**config.mk**
```make
export PLATFORM = sky130hd
export DESIGN_NAME = sensor_timestamp_table_top
export DESIGN_NICKNAME = d
export VERILOG_FILES = /design/src/design/sst_pkg.sv /design/src/design/sst_ram.sv /design/src/design/sensor_timestamp_table_top.sv
export SDC_FILE = /design/constraint.sdc
export NUM_CORES = 2
export LEC_CHECK = 0
export ABC_AREA = 1
export BUFFER_PORTS_ARGS = -buffer_cell sky130_fd_sc_hd__buf_2
export CAP_MARGIN = 20
export CORE_MARGIN = 4
export CORE_UTILIZATION = 55
export DETAILED_ROUTE_END_ITERATION = 8
export PLACE_DENSITY = 0.74
export SLEW_MARGIN = 20
export SYNTH_ARGS = -nofsm -noshare
export SYNTH_HDL_FRONTEND = slang
export SYNTH_HIERARCHICAL = 1
export SYNTH_SLANG_ARGS = --single-unit
```
**constraint.sdc**
```tcl
create_clock -name i_clk -period 4.53 [get_ports i_clk]
set_input_delay 0.2265 -clock i_clk [delete_from_list [all_inputs] [get_ports i_clk]]
set_output_delay 0.2265 -clock i_clk [all_outputs]
set_load 0.005 [all_outputs]
```
**src/design/sst_pkg.sv**
```systemverilog
`timescale 1ns / 1ps
// ----------------------------------------------------------------------------
// sst_pkg
// shared types and constants of the sensor timestamp table
// ----------------------------------------------------------------------------
package sst_pkg;

    localparam int SENSOR_W = 7;
    localparam int STAMP_W  = 32;
    localparam int LIMIT_W  = 31;
    localparam int CFG_IDX_W = 2;

    // request kinds
    localparam logic [1:0] REQ_RECORD = 2'd0;
    localparam logic [1:0] REQ_SINGLE = 2'd1;
    localparam logic [1:0] REQ_SCAN   = 2'd2;

    // configuration register indexes
    localparam logic [CFG_IDX_W-1:0] CFG_EXPIRE  = 2'd0;
    localparam logic [CFG_IDX_W-1:0] CFG_MIN_AGE = 2'd1;

    // register reset values
    localparam logic [LIMIT_W-1:0] EXPIRE_RESET  = 31'd1200000;
    localparam logic [LIMIT_W-1:0] MIN_AGE_RESET = 31'd400000;

    typedef struct packed {
        logic [1:0]          req_type;
        logic [SENSOR_W-1:0] sensor_index;
        logic [STAMP_W-1:0]  stamp_in;
        logic [STAMP_W-1:0]  now_ticks;
    } t_in_word;

    typedef struct packed {
        logic                found;
        logic [SENSOR_W-1:0] sensor_out;
        logic [STAMP_W-1:0]  stamp_out;
    } t_out_word;

endpackage

```
**src/design/sst_ram.sv**
```systemverilog
`timescale 1ns / 1ps
// ----------------------------------------------------------------------------
// sst_ram
// generic single-write, single-read ram with registered read data
// ----------------------------------------------------------------------------
module sst_ram #(
    parameter int WIDTH = 32,
    parameter int DEPTH = 80
) (
    input  logic                                   i_clk,
    input  logic                                   i_we,
    input  logic [(DEPTH > 1 ? $clog2(DEPTH) : 1)-1:0] i_waddr,
    input  logic [WIDTH-1:0]                       i_wdata,
    input  logic [(DEPTH > 1 ? $clog2(DEPTH) : 1)-1:0] i_raddr,
    output logic [WIDTH-1:0]                       o_rdata
);

    logic [WIDTH-1:0] r_mem [DEPTH];
    logic [WIDTH-1:0] r_rdata;

    always_ff @(posedge i_clk) begin
        if (i_we) begin
            r_mem[i_waddr] <= i_wdata;
        end
        r_rdata <= r_mem[i_raddr];
    end

    assign o_rdata = r_rdata;

endmodule

```
**src/design/sensor_timestamp_table_top.sv**
```systemverilog
`timescale 1ns / 1ps
// ----------------------------------------------------------------------------
// sensor_timestamp_table_top
// per-sensor trigger timestamp store with request and lost-scan lookups
// ----------------------------------------------------------------------------
// The block holds one 32-bit trigger stamp per track sensor in a ram, with a
// flip-flop live bit per entry that reset clears, so the table is empty right
// after reset with no clearing pass. Ages are taken against a down-counting
// timer as stamp minus now, read as a signed 32-bit value. One word is taken
// at a time and each gives exactly one result word. A single request makes
// one ram read, and a lost scan reads the ram one entry per cycle in
// ascending order; the scan stops early at its first hit. The finished result
// sits in an output register, so a new word is taken while it waits.
// Configuration writes are always ready and must come while the block is idle.
// ----------------------------------------------------------------------------
module sensor_timestamp_table_top #(
    parameter int NUM_SENSORS = 80
) (
    input  logic                               i_clk,
    input  logic                               i_rst_n,
    // request channel
    input  logic                               i_in_valid,
    output logic                               o_in_stall,
    input  sst_pkg::t_in_word                  i_in,
    // result channel
    output logic                               o_out_valid,
    input  logic                               i_out_stall,
    output sst_pkg::t_out_word                 o_out,
    // configuration write channel
    input  logic                               i_cfg_valid,
    output logic                               o_cfg_ready,
    input  logic [sst_pkg::CFG_IDX_W-1:0]      i_cfg_index,
    input  logic [sst_pkg::LIMIT_W-1:0]        i_cfg_data
);

    localparam int AW = (NUM_SENSORS > 1) ? $clog2(NUM_SENSORS) : 1;
    localparam logic [AW-1:0] LAST_IDX = AW'(NUM_SENSORS - 1);
    // compare index one bit wider so a full 128-entry table still works
    localparam logic [sst_pkg::SENSOR_W:0] IDX_LIMIT = (sst_pkg::SENSOR_W + 1)'(NUM_SENSORS);

    typedef enum logic [3:0] {
        S_IDLE = 4'b0001,
        S_READ = 4'b0010,
        S_SCAN = 4'b0100,
        S_DONE = 4'b1000
    } t_state;

    // age above limit: positive difference that exceeds the limit
    function automatic logic f_older(input logic [sst_pkg::STAMP_W-1:0] stamp,
                                     input logic [sst_pkg::STAMP_W-1:0] now,
                                     input logic [sst_pkg::LIMIT_W-1:0] limit);
        logic [sst_pkg::STAMP_W-1:0] diff;
        diff = stamp - now;
        return !diff[sst_pkg::STAMP_W-1] && (diff[sst_pkg::LIMIT_W-1:0] > limit);
    endfunction

    // control state
    t_state                       r_state, n_state;
    logic [NUM_SENSORS-1:0]       r_live, n_live;
    logic [AW-1:0]                r_rd_idx, n_rd_idx;
    logic                         r_out_valid, n_out_valid;
    logic [sst_pkg::LIMIT_W-1:0]  r_cfg_expire;
    logic [sst_pkg::LIMIT_W-1:0]  r_cfg_min_age;

    // payload
    sst_pkg::t_in_word            r_in;
    sst_pkg::t_out_word           r_res, n_res;
    sst_pkg::t_out_word           r_out, n_out;

    // ram side
    logic                         ram_we;
    logic [AW-1:0]                ram_raddr;
    logic [sst_pkg::STAMP_W-1:0]  ram_rdata;

    logic                         in_accept;
    logic                         in_range;
    logic [AW-1:0]                in_idx;
    logic                         out_free;
    logic                         entry_live;
    logic                         is_expired;
    logic                         is_min_age;

    sst_ram #(
        .WIDTH (sst_pkg::STAMP_W),
        .DEPTH (NUM_SENSORS)
    ) u_table (
        .i_clk   (i_clk),
        .i_we    (ram_we),
        .i_waddr (in_idx),
        .i_wdata (i_in.stamp_in),
        .i_raddr (ram_raddr),
        .o_rdata (ram_rdata)
    );

    assign o_in_stall  = (r_state != S_IDLE);
    assign in_accept   = i_in_valid && !o_in_stall;
    assign in_range    = {1'b0, i_in.sensor_index} < IDX_LIMIT;
    assign in_idx      = i_in.sensor_index[AW-1:0];
    assign out_free    = !r_out_valid || !i_out_stall;

    // the entry read last cycle; a cleared live bit reads as empty
    assign entry_live  = r_live[r_rd_idx];
    assign is_expired  = f_older(ram_rdata, r_in.now_ticks, r_cfg_expire);
    assign is_min_age  = f_older(ram_rdata, r_in.now_ticks, r_cfg_min_age);

    assign o_cfg_ready = 1'b1;
    assign o_out_valid = r_out_valid;
    assign o_out       = r_out;

    always_comb begin
        n_state     = r_state;
        n_live      = r_live;
        n_res       = r_res;
        n_out       = r_out;
        n_out_valid = r_out_valid;
        ram_raddr   = r_rd_idx;
        ram_we      = 1'b0;

        // result word taken downstream
        if (r_out_valid && !i_out_stall) begin
            n_out_valid = 1'b0;
        end

        case (r_state)
            S_IDLE: begin
                if (in_accept) begin
                    n_res.found      = 1'b0;
                    n_res.sensor_out = i_in.sensor_index;
                    n_res.stamp_out  = '0;
                    n_state          = S_DONE;
                    case (i_in.req_type)
                        sst_pkg::REQ_RECORD: begin
                            if (in_range) begin
                                ram_we         = 1'b1;
                                // a zero stamp leaves the entry empty
                                n_live[in_idx] = (i_in.stamp_in != '0);
                            end
                        end
                        sst_pkg::REQ_SINGLE: begin
                            if (in_range) begin
                                ram_raddr = in_idx;
                                n_state   = S_READ;
                            end
                        end
                        sst_pkg::REQ_SCAN: begin
                            ram_raddr        = '0;
                            n_res.sensor_out = '0;
                            n_state          = S_SCAN;
                        end
                        default: begin
                            n_state = S_DONE;
                        end
                    endcase
                end
            end
            S_READ: begin
                if (entry_live) begin
                    n_live[r_rd_idx] = 1'b0;
                    if (!is_expired) begin
                        n_res.found     = 1'b1;
                        n_res.stamp_out = ram_rdata;
                    end
                end
                n_state = S_DONE;
            end
            S_SCAN: begin
                // next entry is read while this one is judged
                ram_raddr = r_rd_idx + AW'(1);
                if (entry_live && is_expired) begin
                    n_live[r_rd_idx] = 1'b0;
                end else if (entry_live && is_min_age) begin
                    n_live[r_rd_idx] = 1'b0;
                    n_res.found      = 1'b1;
                    n_res.sensor_out = sst_pkg::SENSOR_W'(r_rd_idx);
                    n_res.stamp_out  = ram_rdata;
                    n_state          = S_DONE;
                end
                if (r_rd_idx == LAST_IDX) begin
                    n_state = S_DONE;
                end
            end
            S_DONE: begin
                if (out_free) begin
                    n_out_valid = 1'b1;
                    n_out       = r_res;
                    n_state     = S_IDLE;
                end
            end
            default: begin
                n_state = S_IDLE;
            end
        endcase
    end

    assign n_rd_idx = ram_raddr;

    // control registers
    always_ff @(posedge i_clk) begin
        if (!i_rst_n) begin
            r_state       <= S_IDLE;
            r_live        <= '0;
            r_rd_idx      <= '0;
            r_out_valid   <= 1'b0;
            r_cfg_expire  <= sst_pkg::EXPIRE_RESET;
            r_cfg_min_age <= sst_pkg::MIN_AGE_RESET;
        end else begin
            r_state     <= n_state;
            r_live      <= n_live;
            r_rd_idx    <= n_rd_idx;
            r_out_valid <= n_out_valid;
            if (i_cfg_valid && o_cfg_ready) begin
                case (i_cfg_index)
                    sst_pkg::CFG_EXPIRE:  r_cfg_expire  <= i_cfg_data;
                    sst_pkg::CFG_MIN_AGE: r_cfg_min_age <= i_cfg_data;
                    default: begin
                    end
                endcase
            end
        end
    end

    // payload registers
    always_ff @(posedge i_clk) begin
        if (in_accept) begin
            r_in <= i_in;
        end
        r_res <= n_res;
        r_out <= n_out;
    end

    // a reported stamp is never the empty code
    a_found_nonzero: assert property (@(posedge i_clk) disable iff (!i_rst_n)
        (r_out_valid && r_out.found) |-> (r_out.stamp_out != '0))
        else $error("found result with zero stamp");

    // a lost scan word starts the ram walk on the next cycle
    a_scan_start: assert property (@(posedge i_clk) disable iff (!i_rst_n)
        (in_accept && i_in.req_type == sst_pkg::REQ_SCAN)
            |=> (r_state == S_SCAN && r_rd_idx == '0))
        else $error("scan did not start at entry zero");

    // the scan walk never leaves the table
    a_scan_bound: assert property (@(posedge i_clk) disable iff (!i_rst_n)
        (r_state == S_SCAN) |-> (r_rd_idx <= LAST_IDX))
        else $error("scan index beyond table");

    // a finished item waiting on the output register holds the input closed
    a_done_hold: assert property (@(posedge i_clk) disable iff (!i_rst_n)
        (r_state == S_DONE && r_out_valid && i_out_stall) |=> (r_state == S_DONE))
        else $error("result dropped while output stalled");

endmodule
```
## Yosys cells after proc, flatten, opt, wreduce, memory -nomap -nowiden

Memory sizes are Yosys's and may differ from the RTL's. A register that Yosys moved wholly into a read port is not among the register bits.
Cells that the tools add are included.

| word-level totals | value |
|---|---|
| register bits after elaboration | 266 |
| bits in writable memories | 2560 |
| output and inout port bits | 43 |
| word-level logic and storage cells | 116 |
| memories | 1 |

Memories:

| memory | words | width | rd ports | clocked after Yosys merged registers in | write ports | line | RTL |
|---|---|---|---|---|---|---|---|
| u_table.r_mem | 80 | 32 | 1 | 1 | 1 | sst_ram.sv:18 | `logic [WIDTH-1:0] r_mem [DEPTH];` |

| cells by class | value |
|---|---|
| add/sub/neg operators | 2 |
| magnitude comparators | 7 |
| equality and inequality tests | 20 |
| muxes and demuxes | 46 |
| bitwise logic cells | 2 |
| reduce and logical (&&, ||, !) cells | 25 |

Operator list:

| cell | number |
|---|---|
| 2-to-1 mux 80 bit | 6 |
| case mux 80 bit (3 select lines) | 1 |
| 2-to-1 mux 40 bit | 3 |
| case mux 32 bit (3 select lines) | 1 |
| AND 80 bit | 1 |
| bitwise mux 80 bit | 1 |
| NOT 80 bit | 1 |
| 2-to-1 mux 32 bit | 2 |
| greater-than comparator 31 bit | 2 |
| case mux 7 bit (2 select lines) | 3 |
| nonzero test 32 bit | 1 |
| subtractor 32 bit | 1 |
| 2-to-1 mux 4 bit | 6 |
| 2-to-1 mux 7 bit | 3 |
| less-than comparator 7 x 8 -> 1 bit (second input constant) | 2 |
| case mux 4 bit (4 select lines) | 1 |
| demux 1 bit (select 7 bit) | 2 |
| >= comparator 7 x 1 -> 1 bit (second input constant) | 2 |
| 2-to-1 mux 1 bit | 14 |
| inequality test 2 bit (second input constant) | 7 |
| AND reduction 6 bit | 2 |
| inequality test 3 bit (second input constant) | 3 |
| logical AND 1 bit | 8 |
| case mux 4 bit (2 select lines) | 1 |
| other kinds (20) | 28 |

## Depth between registers and ports, before layout

| logic depth | value |
|---|---|
| word-level depth | 9 |
| gate-level depth with buffers | 31 |
| gate-level depth less buffers | 29 |

## By module

The synthesis kept the hierarchy.

Modules (own cells, without submodules):

| module | times used | cells each | area an instance (µm²) | sequential area each (µm²) |
|---|---|---|---|---|
| sst_ram | 1 | 8225 | 103051.3 | 77514.3 |
| sensor_timestamp_table_top | 1 | 2496 | 17297.8 | 6446.2 |

## Worst setup path after synthesis

Ideal clock, no wire load.

| path | value |
|---|---|
| path kind | register to register |
| start | register r_in[6] in the netlist's numbering |
| end | register r_res[0] in the netlist's numbering, enable pin |
| arrival | 4548 ps |
| slack | -441 ps |
| cell stages (with the launch flop) | 26 |
| buffers on the path | 0 |
| period minus slack after synthesis | 4971 ps |
| path through | edfxtp_1 > inv_1 > ha_1 > nand2_1 > nor2_1 > nand2_1 > nand2_1 > nand2_1 > nand2_1 > a21oi_1 > o21ai_0 > nand4_1 > o21ai_0 > xor2_1 > inv_1 > ha_1 > nand2_1 > nor2_1 > nand4_1 > nor4_1 > nand2_1 > nand2_1 > nand2_1 > nor2_1 > a31oi_1 > nor2_1 |

| between the ends | value |
|---|---|
| cells in the longest elaborated chain, start to end | 6 |
| elaborated cells on any way between the ends | 12 |
| those cells by class | 1 x add/sub; 2 x order compare; 3 x eq/ne; 6 x reduce/logical |

RTL lines:

| item | line | RTL |
|---|---|---|
| start: declaration | sensor_timestamp_table_top.sv:66 | `sst_pkg::t_in_word r_in;` |
| start signal: assignment | sensor_timestamp_table_top.sv:225 | `r_in <= i_in;` |
| subtractor 32 bit * | sensor_timestamp_table_top.sv:53 | `diff = stamp - now;` |
| greater-than comparator 31 bit or zero test 1 bit (tied branches) | sensor_timestamp_table_top.sv:54 | `return !diff[sst_pkg::STAMP_W-1] && (diff[sst_pkg::LIMIT_W-1:0] > limit);` |
| logical AND 1 bit | sensor_timestamp_table_top.sv:54 |  |
| logical AND 1 bit (on tied branches) | sensor_timestamp_table_top.sv:171, sensor_timestamp_table_top.sv:169 |  |
| inequality test 2 bit (no line) | -- |  |
| AND reduction 6 bit (no line) * | -- |  |
| end signal: assignment | sensor_timestamp_table_top.sv:227 | `r_res <= n_res;` |
| end: declaration | sensor_timestamp_table_top.sv:67 | `sst_pkg::t_out_word r_res, n_res;` |

Every way passes the cells marked *; elsewhere a longest branch is shown, timed or not.
A chain may end at the register's enable or synchronous reset.

## Final worst setup path

| path | value |
|---|---|
| start | register r_state[3] |
| end | register u_table.r_rdata[10], in the netlist u_table/o_rdata[10] (read register of u_table.r_mem) |

| between the ends | value |
|---|---|
| cells in the longest elaborated chain, start to end | 5 |
| elaborated cells on any way between the ends | 7 |
| those cells by class | 3 x eq/ne; 2 x mux; 2 x reduce/logical |

RTL lines:

| item | line | RTL |
|---|---|---|
| start: declaration | sensor_timestamp_table_top.sv:58 | `t_state r_state, n_state;` |
| start signal: assignment | sensor_timestamp_table_top.sv:207 | `r_state <= n_state;` |
| inequality test 4 x 1 -> 1 bit | sensor_timestamp_table_top.sv:95 | `assign o_in_stall = (r_state != S_IDLE);` |
| zero test 1 bit | sensor_timestamp_table_top.sv:96 | `assign in_accept = i_in_valid && !o_in_stall;` |
| logical AND 1 bit | sensor_timestamp_table_top.sv:96 |  |
| via in_accept | sensor_timestamp_table_top.sv:75 | `logic in_accept;` |
| 2-to-1 mux 7 bit | sensor_timestamp_table_top.sv:126 | `if (in_accept) begin` |
| case mux 7 bit (2 select lines) | sensor_timestamp_table_top.sv:124 | `case (r_state)` |
| via n_rd_idx[0] | sensor_timestamp_table_top.sv:60 | `logic [AW-1:0] r_rd_idx, n_rd_idx;` |
| end: declaration | sst_ram.sv:19 | `logic [WIDTH-1:0] r_rdata;` |

The timed path passes the listed nets, and every way through them passes these cells.

==> impl_metrics.py <==
metrics = {
    "clocking": {
        "cts_buffer_depth": 4,
        "clock-sinks": 2858,
        "clk_pin_slew_ns": 0.06,
        "numCtsBuffers": 308,
        "root_buffer": "clkbuf_16",
        "cts_max_level": 5,
        "clk_latency_ns": 0.97,
        "tritoncts": "built",
    },
    "placement": {
        "place_inst": 13508,
        "globalplace.congestion": 0.9716,
        "numPortBuffers": 152,
        "dp_slack_ns": -0.003563,
        "place_hpwl_microns": 207600,
    },
    "sta": {
        "fmax_ghz": 0.2282,
        "fin_hold_ws_ns": 0.04316,
        "fin_tns_setup_ns": 0,
        "min_period_over_period": 0.9672,
        "period_needed_ns": 4.382,
        "fin_worst_skew_ns": 0.1019,
        "setup_violations": 0,
        "slew_headroom": 0.2357,
        "slew_violations": 0,
        "tightestPinTransition_ns": 1.146,
        "finalHoldViolations": 0,
        "setup_slack_ns": 0.1484,
    },
    "yosys": {
        "synth_fp_nets": 10931,
        "ys_ff_latch": 2858,
        "ys_seq_area_frac": 0.6976,
        "ys_warn_count": 6,
        "ys.flop_type": "edfxtp_1",
        "syn_inst": 10721,
        "avgSynthCellArea_sq_um": 11.23,
        "synth_cell_types": 46,
        "async_flop_share": 0,
        "synth-edff-count": 2672,
        "syn-cell-area_sq_um": 120300,
    },
    "critical_path": {
        "path_delay_family": "simple AND/OR/NAND/NOR gates",
        "required_ns": 5.21,
        "worstSetupPathType": "flop to flop",
        "end_kind": "flop",
        "cp_cell_sequence": "nor2_1 -> nand3_1 -> nor2_4 -> nand2_1 -> inv_1 -> nand2_1 -> buf_4 -> o211ai_1 -> nand3_4 -> buf_4 -> buf_12 -> nand2_1 -> nand3_1 -> nand3_1 -> nand3_1 -> nand3_1 -> nand3_1 -> nand3_1 -> nand2_1",
        "slowest_delay_ns": 0.42,
        "crit_buf_inv": 4,
        "cp_common_cell": "nand3_1",
        "worstPathMaxFanout": 133,
        "cp_slowest_cell": "nand3_1",
        "worstPathArrival_ns": 5.06,
        "cp-start-kind": "flop",
    },
    "floorplanning": {
        "die_y_microns": 475.8,
        "core_sq_um": 217400,
        "fp-row-count": 171,
        "die-area_sq_um": 226400,
        "num_io_pins": 154,
        "die_w_microns": 475.8,
        "start_util": 0.5536,
    },
    "final_layout": {
        "final_cell_count_no_fill": 14189,
        "fillers": 16043,
        "syn2layout_area_growth_pct": 14.40,
        "final_common_cell": "nand2_1",
        "final_cell_mix": "nand2_1, edfxtp_1, nand3_1",
        "drive_above_1_share": 0.1089,
        "nets": 11311,
    },
    "grt": {
        "antenna_found_initial": 18,
        "grt_overflow": 0,
        "grt_max_degree": 134,
        "grt_first_pass_wirelength_microns": 530300,
        "grt_use_total": 0.3127,
        "grt_pass1_vias": 83435,
    },
    "route": {
        "drc": 0,
        "via_per_inst": 6.233,
        "ant_nets": 0,
        "wl_per_cell_microns": 25.62,
        "drt_iter0_drc": 13163,
        "firstDrtPassIters": 6,
        "wl_microns": 363500,
        "vias": 88437,
    },
    "status": {
        "outcome": "complete, no violations",
    },
    "power_and_ir_drop": {
        "power.static_leakage_nw": 49.67,
        "ir_drop_mv": 0.5185,
        "power.density_nw_per_um2": 606.5,
    },
    "hold_path": {
        "min_path_type": "input port to flop",
    },
    "flow_run": {
        "maxCapViolations": 0,
    },
}
## Yosys cell counts, drive strengths merged, types with 2 or more instances
cell type / count / area [sq um]
inv: 447 / 1680
nand4: 98 / 613.1
xor2: 18 / 157.7
dfxtp: 186 / 3724
o211ai: 20 / 150.1
nand3: 2220 / 11120
or2: 3 / 18.77
xnor2: 12 / 105.1
a31oi: 39 / 244.0
o22ai: 142 / 888.4
edfxtp: 2672 / 80240
buf: 457 / 2905
nor4b: 2 / 17.52
nor4: 12 / 75.07
nand3b: 3 / 22.52
a21oi: 170 / 850.8
o21ai: 451 / 2257
o21bai: 3 / 22.52
a21o: 4 / 30.03
nor2: 540 / 2037
nand2: 2826 / 10610
clkinv: 6 / 22.52
ha: 98 / 1226
a32oi: 8 / 70.07
clkbuf: 221 / 830.8
nor3: 31 / 155.2
o21a: 3 / 22.52
o221ai: 23 / 201.4
## worst reg2reg max path, cell delays in order (launching register included)
cell and delay (ns):
dfxtp_1 0.35, nor2_1 0.11, nand3_1 0.15, nor2_4 0.13
nand2_1 0.08, inv_1 0.14, nand2_1 0.09, buf_4 0.17
o211ai_1 0.32, nand3_4 0.29, buf_4 0.29, buf_12 0.22
nand2_1 0.35, nand3_1 0.10, nand3_1 0.13, nand3_1 0.12
nand3_1 0.17, nand3_1 0.42, nand3_1 0.30, nand2_1 0.24
## report_power, final
group / leakage [nW] / total (mW) / internal [mW] / switching (mW)
Sequential: 25.6 / 29.9 / 29.6 / 0.342
Clock: 4.63 / 23.9 / 13.9 / 10.0
Combinational: 19.5 / 29.6 / 9.00 / 20.6
## worst paths after layout
| check | slack, ns | end | start | depth (start not counted) |
|---|---|---|---|---|
| worst min register to register | 0.42 | o_out[26]$_DFFE_PP_ | r_res[26]$_SDFFCE_PP0P_ | 0 |
| worst max register to register | 0.15 | u_table/o_rdata[10]$_DFF_P_ | r_state[3]$_SDFFE_PN0P_ | 19 |
| worst max-delay path | 0.15 | u_table/o_rdata[10]$_DFF_P_ | r_state[3]$_SDFFE_PN0P_ | 19 |
| worst min-delay path | 0.04 | r_in[21]$_DFFE_PP_ | i_in[21] | 2 |
## layout make-up
cell class | count | area (sq um) | area share
sequential | 2858 | 83960 | 0.6098
multi-input combinational | 6731 | 31980 | 0.2323
clock buffer | 373 | 8119 | 0.05897
timing repair buffer | 749 | 6933 | 0.05036
tap | 2854 | 3571 | 0.02594
inverter | 453 | 1737 | 0.01261
clock inverter | 165 | 1359 | 0.009869
antenna | 6 | 15.01 | 0.0001091
## per-stage QoR
| stage | util | cell area, sq um | total power [mW] |
|---|---|---|---|
| finish | 0.6334 | 137700 | 83.50 |
| global route | 0.6333 | 137700 | 87.00 |
| CTS | 0.6301 | 137000 | 82.33 |
| detailed placement | 0.5812 | 126300 | 58.48 |
| global placement | 0.5812 | 126300 | 57.88 |
| floorplan | - | 120400 | 47.98 |
## registers in the layout, indices dropped and copies added, names as in the netlist
signal	count
r_cfg_expire	31
r_live	80
o_out_valid	1
u_table/o_rdata	32
o_out	40
r_in	32
u_table/r_mem	2560
r_cfg_min_age	31
r_res	40
r_rd_idx	7
r_state	4
## cell families (layout without fill, tap and decap cells)
group	Yosys count	count (layout)	share of synthesized area
buf+inv	1132	1740	0.04527
xor+xnor	30	30	0.002183
other cells	1	7	0.00003116
fa+ha+maj	99	99	0.01035
flops	2858	2858	0.6976
compound gates	865	865	0.03950
simple gates	5736	5736	0.2050
## repair_timing
item / 4_1_cts / 5_1_grt
gates cloned: 0 / 14
hold buffers: 114 / 0
resized for setup: 0 / 69
setup endpoints to repair: 7 / 133
endpoints found under the hold margin: 327 / 0
pin swaps: 1 / 34
buffers inserted: 0 / 9
## metal layers
metal	vias up	part of all wire	track usage
met4	14	0.058	0.1614
met5	-	0.00082	0.007249
met1	42844	0.37	0.4216
li1	38627	-	-
met2	5942	0.46	0.4796
met3	1010	0.12	0.06922
Note: power is estimated with default switching activity, not from simulation.
